<file path="src/hw/rtl/bdpt_pkg.sv">
// Package with the transaction types and fixed constants of the button debouncer.
`timescale 1ns / 1ps
`default_nettype none

package bdpt_pkg;

  localparam int unsigned StampWidth  = 32;
  localparam int unsigned WindowWidth = 16;
  localparam logic [WindowWidth-1:0] WindowResetMs = 16'd50;

  typedef struct packed {
    logic                  raw_level;
    logic [StampWidth-1:0] now_ms;
  } in_item_t;

  typedef struct packed {
    logic                  still_debouncing;
    logic                  pressed_pulse;
    logic                  released_pulse;
    logic [StampWidth-1:0] press_duration_ms;
  } out_item_t;

endpackage

`default_nettype wire

</file>
<file path="src/hw/rtl/button_debounce_press_timer.sv">
// Top level of the button debouncer with press-duration timer.
// Each accepted transaction carries one raw active-low button sample and the current
// millisecond timestamp, and yields exactly one result transaction. The block takes one
// sample per clock cycle while the output is not stalled. An accepted sample is held in
// the input register and then evaluated into the result register, which offers it on the
// output; the debouncer state is updated along with the result register and feeds the next
// sample. A result that waits on a stalled output still lets one further sample enter the
// input register. Timestamps are kept modulo 2^TIME_WIDTH; the debounce window is to be
// written through the configuration port while the block is idle; this is not enforced.
`timescale 1ns / 1ps
`default_nettype none

module button_debounce_press_timer #(
  parameter int unsigned TIME_WIDTH = 32
) (
  input  logic                             clk_i,
  input  logic                             rst_ni,
  input  logic                             in_valid_i,
  output logic                             in_ready_o,
  input  bdpt_pkg::in_item_t               in_data_i,
  output logic                             out_valid_o,
  input  logic                             out_ready_i,
  output bdpt_pkg::out_item_t              out_data_o,
  input  logic                             cfg_we_i,
  input  logic [bdpt_pkg::WindowWidth-1:0] cfg_wdata_i
);

  logic                             in_valid_q;
  bdpt_pkg::in_item_t               in_data_q;
  logic                             out_valid_q;
  bdpt_pkg::out_item_t              out_data_q;
  logic [bdpt_pkg::WindowWidth-1:0] window_q;

  logic                  raw_seen_q, raw_seen_d;
  logic                  steady_q, steady_d;
  logic [TIME_WIDTH-1:0] last_change_q, last_change_d;
  logic [TIME_WIDTH-1:0] press_time_q, press_time_d;
  logic [TIME_WIDTH-1:0] release_time_q, release_time_d;
  bdpt_pkg::out_item_t   result_d;

  logic eval_fire;
  logic in_fire;

  assign eval_fire  = in_valid_q && (!out_valid_q || out_ready_i);
  assign in_ready_o = !in_valid_q || eval_fire;
  assign in_fire    = in_valid_i && in_ready_o;

  bdpt_eval #(
    .TIME_WIDTH(TIME_WIDTH)
  ) u_eval (
    .item_i         (in_data_q),
    .window_i       (window_q),
    .raw_seen_i     (raw_seen_q),
    .steady_i       (steady_q),
    .last_change_i  (last_change_q),
    .press_time_i   (press_time_q),
    .release_time_i (release_time_q),
    .raw_seen_o     (raw_seen_d),
    .steady_o       (steady_d),
    .last_change_o  (last_change_d),
    .press_time_o   (press_time_d),
    .release_time_o (release_time_d),
    .result_o       (result_d)
  );

  always_ff @(posedge clk_i or negedge rst_ni) begin
    if (!rst_ni) begin
      in_valid_q     <= 1'b0;
      out_valid_q    <= 1'b0;
      window_q       <= bdpt_pkg::WindowResetMs;
      raw_seen_q     <= 1'b1;
      steady_q       <= 1'b1;
      last_change_q  <= '0;
      press_time_q   <= '0;
      release_time_q <= '0;
    end else begin
      if (cfg_we_i) begin
        window_q <= cfg_wdata_i;
      end
      if (in_fire) begin
        in_valid_q <= 1'b1;
      end else if (eval_fire) begin
        in_valid_q <= 1'b0;
      end
      if (eval_fire) begin
        out_valid_q    <= 1'b1;
        raw_seen_q     <= raw_seen_d;
        steady_q       <= steady_d;
        last_change_q  <= last_change_d;
        press_time_q   <= press_time_d;
        release_time_q <= release_time_d;
      end else if (out_ready_i) begin
        out_valid_q <= 1'b0;
      end
    end
  end

  always_ff @(posedge clk_i) begin
    if (in_fire) begin
      in_data_q <= in_data_i;
    end
    if (eval_fire) begin
      out_data_q <= result_d;
    end
  end

  assign out_valid_o = out_valid_q;
  assign out_data_o  = out_data_q;

endmodule

`default_nettype wire

</file>
<file path="src/hw/rtl/bdpt_eval.sv">
// Combinational evaluation of one sample: next debouncer state and the result.
`timescale 1ns / 1ps
`default_nettype none

module bdpt_eval #(
  parameter int unsigned TIME_WIDTH = 32
) (
  input  bdpt_pkg::in_item_t                    item_i,
  input  logic [bdpt_pkg::WindowWidth-1:0]      window_i,
  input  logic                                  raw_seen_i,
  input  logic                                  steady_i,
  input  logic [TIME_WIDTH-1:0]                 last_change_i,
  input  logic [TIME_WIDTH-1:0]                 press_time_i,
  input  logic [TIME_WIDTH-1:0]                 release_time_i,
  output logic                                  raw_seen_o,
  output logic                                  steady_o,
  output logic [TIME_WIDTH-1:0]                 last_change_o,
  output logic [TIME_WIDTH-1:0]                 press_time_o,
  output logic [TIME_WIDTH-1:0]                 release_time_o,
  output bdpt_pkg::out_item_t                   result_o
);

  logic [63:0]           now_wide;
  logic [TIME_WIDTH-1:0] now_t;
  logic [TIME_WIDTH-1:0] elapsed;
  logic [63:0]           elapsed_wide;
  logic [63:0]           window_wide;
  logic [TIME_WIDTH-1:0] duration;
  logic [63:0]           duration_wide;
  logic                  level;
  logic                  busy;
  logic                  confirm;

  assign level    = item_i.raw_level;
  assign now_wide = {{(64 - bdpt_pkg::StampWidth){1'b0}}, item_i.now_ms};
  assign now_t    = now_wide[TIME_WIDTH-1:0];

  assign raw_seen_o    = level;
  assign last_change_o = (level != raw_seen_i) ? now_t : last_change_i;

  assign elapsed      = now_t - last_change_o;
  assign elapsed_wide = {{(64 - TIME_WIDTH){1'b0}}, elapsed};
  assign window_wide  = {{(64 - bdpt_pkg::WindowWidth){1'b0}}, window_i};
  assign busy         = elapsed_wide < window_wide;

  assign confirm        = !busy && (steady_i != level);
  assign steady_o       = confirm ? level : steady_i;
  assign press_time_o   = (confirm && !level) ? now_t : press_time_i;
  assign release_time_o = (confirm && level) ? now_t : release_time_i;

  assign duration      = release_time_o - press_time_o;
  assign duration_wide = {{(64 - TIME_WIDTH){1'b0}}, duration};

  assign result_o.still_debouncing  = busy;
  assign result_o.pressed_pulse     = confirm && !level;
  assign result_o.released_pulse    = confirm && level;
  assign result_o.press_duration_ms = duration_wide[bdpt_pkg::StampWidth-1:0];

endmodule

`default_nettype wire

</file>
<file path="config.mk">
export PLATFORM = sky130hd
export DESIGN_NAME = button_debounce_press_timer
export DESIGN_NICKNAME = d
export VERILOG_FILES = /design/src/hw/rtl/bdpt_pkg.sv /design/src/hw/rtl/button_debounce_press_timer.sv /design/src/hw/rtl/bdpt_eval.sv
export SDC_FILE = /design/constraint.sdc
export NUM_CORES = 1
export LEC_CHECK = 0
export BUFFER_PORTS_ARGS = -buffer_cell sky130_fd_sc_hd__buf_4
export CAP_MARGIN = 20
export CORE_MARGIN = 2
export CORE_UTILIZATION = 60
export CTS_BUF_LIST = sky130_fd_sc_hd__clkbuf_16
export CTS_CLUSTER_DIAMETER = 30
export CTS_CLUSTER_SIZE = 16
export DETAILED_ROUTE_END_ITERATION = 12
export PLACE_DENSITY = 0.85
export SLEW_MARGIN = 20
export SYNTH_ARGS = -nofsm -noshare
export SYNTH_HDL_FRONTEND = slang
export SYNTH_SLANG_ARGS = --single-unit
</file>
<file path="constraint.sdc">
create_clock -name clk_i -period 10.7 [get_ports clk_i]
set_clock_uncertainty 0.1 [all_clocks]
set_input_delay 1.07 -clock clk_i [delete_from_list [all_inputs] [get_ports clk_i]]
set_output_delay 1.07 -clock clk_i [all_outputs]
set_load 0.05 [all_outputs]
</file>
==> run_results.csv <==
group,metric,value,unit
clock_tree,cts_setup_buffers,0,
clock_tree,insertion_delay,0.44,ns
global_routing,grt_max_degree,73,
worst_setup_path,slowest_stage,"a2111oi_0",
cells_and_area,fillCellCount,1497,
worst_setup_path,crit_arrival,9.91,ns
global_routing,grt.overflow.total,0,
routing,dr.pass1.iters,5,
worst_setup_path,worst-path-max-fanout,23,
synth,async_flop_share,63.04,%
routing,drtAntennaViolNets,0,
worst_setup_path,r2r_setup_slack,0.88,ns
synth,ys_warn_count,0,
worst_setup_path,crit_required,10.79,ns
worst_setup_path,worstSetupPathType,"flop to flop",
worst_setup_path,crit_start,"in_data_q[32]$_DFFE_PP_",
clock_tree,cts_tree,"done",
cells_and_area,diodes,0,
floorplanning,die-area,20580,µm²
timing,finalCritPeriodShare,91.79,%
routing,drt_iter0_markers,697,
clock_tree,hold_buffers,0,
timing,max_freq,101.8,MHz
timing,worst_slack,0.8790,ns
hold_path,hp-class,"flop to flop",
floorplanning,core,19270,µm²
power_and_ir_drop,p_leak,5.605,nW
routing,vias_per_cell,6.011,
run_status,outcome,"finished clean",
worst_setup_path,reg2regPathDepth,35,
synth,yosys.area.top_type,"dfrtp_1",
routing,wl_per_cell,19.42,µm
power_and_ir_drop,p_per_area,291.3,nW/µm²
synth,synth.distinct_cells,80,
synth,synth_flop_cell,"dfrtp_1",
power_and_ir_drop,vdd_drop_max,0.1782,mV
synth,synthTopCellsByArea,"dfrtp_1 24%, edfxtp_1 17%, mux2_4 7.7%",
timing,worst_pin_slew,0.9449,ns
worst_setup_path,worst_setup_path_start_kind,"flop",
global_routing,grt_use_total,27.08,%
clock_tree,htreeDepth,4,
clock_tree,cts.sinks,184,
cells_and_area,layout.nets,1238,
worst_setup_path,endpoint,"out_data_o[31]$_DFFE_PP_",
floorplanning,initial_core_util,60.55,%
placed_design,place_congestion,0.9467,
synth,seq_area_frac_synth,42.43,%
synth,syn_nets,1162,
timing,slew_headroom,35.38,%
worst_setup_path,crit_path_end_kind,"flop",
placed_design,numPortBuffers,90,
clock_tree,path_clk_slew,0.07,ns
timing,slew_violations,0,
clock_tree,cts_root_buf,"clkbuf_16",
global_routing,grt_pass1_wl,43390,µm
synth,syn_area,11670,µm²
global_routing,grt_pass1_vias,8189,
synth,synth_edf_count,68,
synth,synth-seq-cells,184,
synth,syn_inst,1040,
cells_and_area,drive_above_1_share,22.41,%
timing,min_period,9.821,ns
timing,rsz0062_at_grt,"no",
synth,syn_area_per_cell,11.22,µm²
job,cap_viol_max_count,0,
worst_setup_path,r2r_start,"in_data_q[32]$_DFFE_PP_",
placed_design,dp_hpwl,19650,µm
cells_and_area,area_delta_synth_final,12.11,%
timing,hold_viol,0,
worst_setup_path,timing.rr.end,"out_data_o[31]$_DFFE_PP_",
worst_setup_path,max_stage_delay,0.64,ns
floorplanning,rows,51,
routing,vias,8379,
floorplanning,die_x,143.5,µm
clock_tree,cts_buffers,17,
floorplanning,ios,91,
cells_and_area,fin_util,67.88,%
global_routing,grt_antenna_before_repair,0,
routing,drc,0,
timing,setup_viol,0,
timing,tns,0,ns
synth,yosys.area.top_type_share,23.80,%
clock_tree,cts_buffer_depth,2,
routing,postRouteWirelength,27080,µm
floorplanning,die_y,143.5,µm
clock_tree,post_cts_resized,0,
placed_design,pre_cts_slack,1.153,ns
power_and_ir_drop,finalPower,3.810,mW
[routing by layer]
metal | vias up | global-route usage [%] | wire length [µm]
li1 | 3996 | - | -
met1 | 4107 | 39.03 | 12650
met2 | 255 | 43.36 | 12700
met3 | 21 | 3.999 | 1358
met4 | 0 | 6.656 | 367
met5 | - | 0 | 0
[power breakdown]
| part | switching [mW] | internal, mW | total, mW |
|---|---|---|---|
| Combinational | 1.19 | 0.862 | 2.05 |
| Clock | 0.300 | 0.306 | 0.606 |
| Sequential | 0.138 | 1.01 | 1.15 |
[worst min path at each step]
| stage | startpoint | endpoint | slack, ns | cells past startpoint |
|---|---|---|---|---|
| after floorplan | last_change_q[0]$_DFFE_PN0P_ | last_change_q[0]$_DFFE_PN0P_ | 0.35 | 2 |
| after global placement | last_change_q[0]$_DFFE_PN0P_ | last_change_q[0]$_DFFE_PN0P_ | 0.37 | 2 |
| after detailed placement | release_time_q[12]$_DFFE_PN0P_ | release_time_q[12]$_DFFE_PN0P_ | 0.39 | 1 |
| after CTS | in_valid_q$_DFFE_PN0P_ | out_valid_o$_DFFE_PN0P_ | 0.40 | 1 |
| after global routing | window_q[4]$_DFFE_PN1P_ | window_q[4]$_DFFE_PN1P_ | 0.42 | 2 |
| final | in_valid_q$_DFFE_PN0P_ | out_valid_o$_DFFE_PN0P_ | 0.39 | 1 |
[cell usage in the layout, fill, tap and decap left out, drive strengths merged, types with 8 or more instances in the layout]
cell	count
ha	67
nand2	68
dfrtp	111
inv	47
nand4	12
xnor2	35
o211ai	8
xor2	27
nand3	8
nor2b	13
nor3	16
clkbuf	17
mux2	126
o21ai	67
edfxtp	68
a21oi	56
nand2b	27
a21o	24
buf	102
nor2	50
a31oi	12
mux2i	53
[through the flow]
stage / hold slack (ns) / instance area, µm² / std cells
final: 0.3937 / 13080 / 1394
after global routing: 0.4190 / 13080 / 1394
after CTS: 0.3972 / 13080 / 1394
after detailed placement: 0.3895 / 12520 / 1362
after global placement: 0.3749 / 12520 / 1362
after floorplan: 0.3497 / 11670 / 1040
[cells by family (layout without fill, tap and decap cells)]
group           after synthesis  in the layout  share of synthesized area (%)
xor+xnor                     62             62                          4.782
simple gates                219            219                          9.415
buf+inv                      85            174                          3.538
mux                         179            179                          18.64
fa+ha+maj                    74             74                          7.870
flops                       184            184                          42.43
compound gates              237            237                          13.33
[synth_stat cells, drive strengths merged, types with 3 or more instances]
master   count
o21a         6
a21boi       3
maj3         6
inv         40
xor2        27
nor2        50
buf         18
o22ai        5
nand4       12
mux2       126
o21ai       67
xnor2       35
ha          67
nand3        8
a21o        24
mux2i       53
nand3b       5
dfrtp      111
a311oi       4
edfxtp      68
o221ai       3
o2111ai      3
a31oi       12
o211ai       8
o31ai        6
clkbuf      27
a21oi       56
nand2b      27
and3         6
nand2       68
a2111oi      4
nor4         4
a211oi       6
o21bai       5
nor2b       13
dfstp        5
nor3        16
[critical path, delay by kind of cell, from the launching register on]
family / cells / cell delay [ns]
buffers and inverters: 1 / 0.31
adders and majority gates: 3 / 0.89
AOI/OAI and AO/OA: 15 / 4.41
xor gates and xnor gates: 3 / 0.49
muxes: 2 / 0.64
and+or+nand+nor: 11 / 2.17
DFF: 1 / 0.54
[final cells by class]
cell class	count	area, µm²	area share [%]
Tap cell	265	331.6	2.535
Timing Repair Buffer	102	765.7	5.854
Sequential cell	184	4951	37.85
Multi-Input combinational cell	771	6324	48.34
Clock buffer	17	425.4	3.252
Inverter	40	150.1	1.148
Clock inverter	15	133.9	1.023
[state kept, by name (all words and copies together) (netlist names)]
signal,count
last_change_q,32
steady_q,1
out_valid_o,1
raw_seen_q,1
in_valid_q,1
out_data_o,35
press_time_q,32
release_time_q,32
in_data_q,33
window_q,16
(Power assumes the default switching activity.)
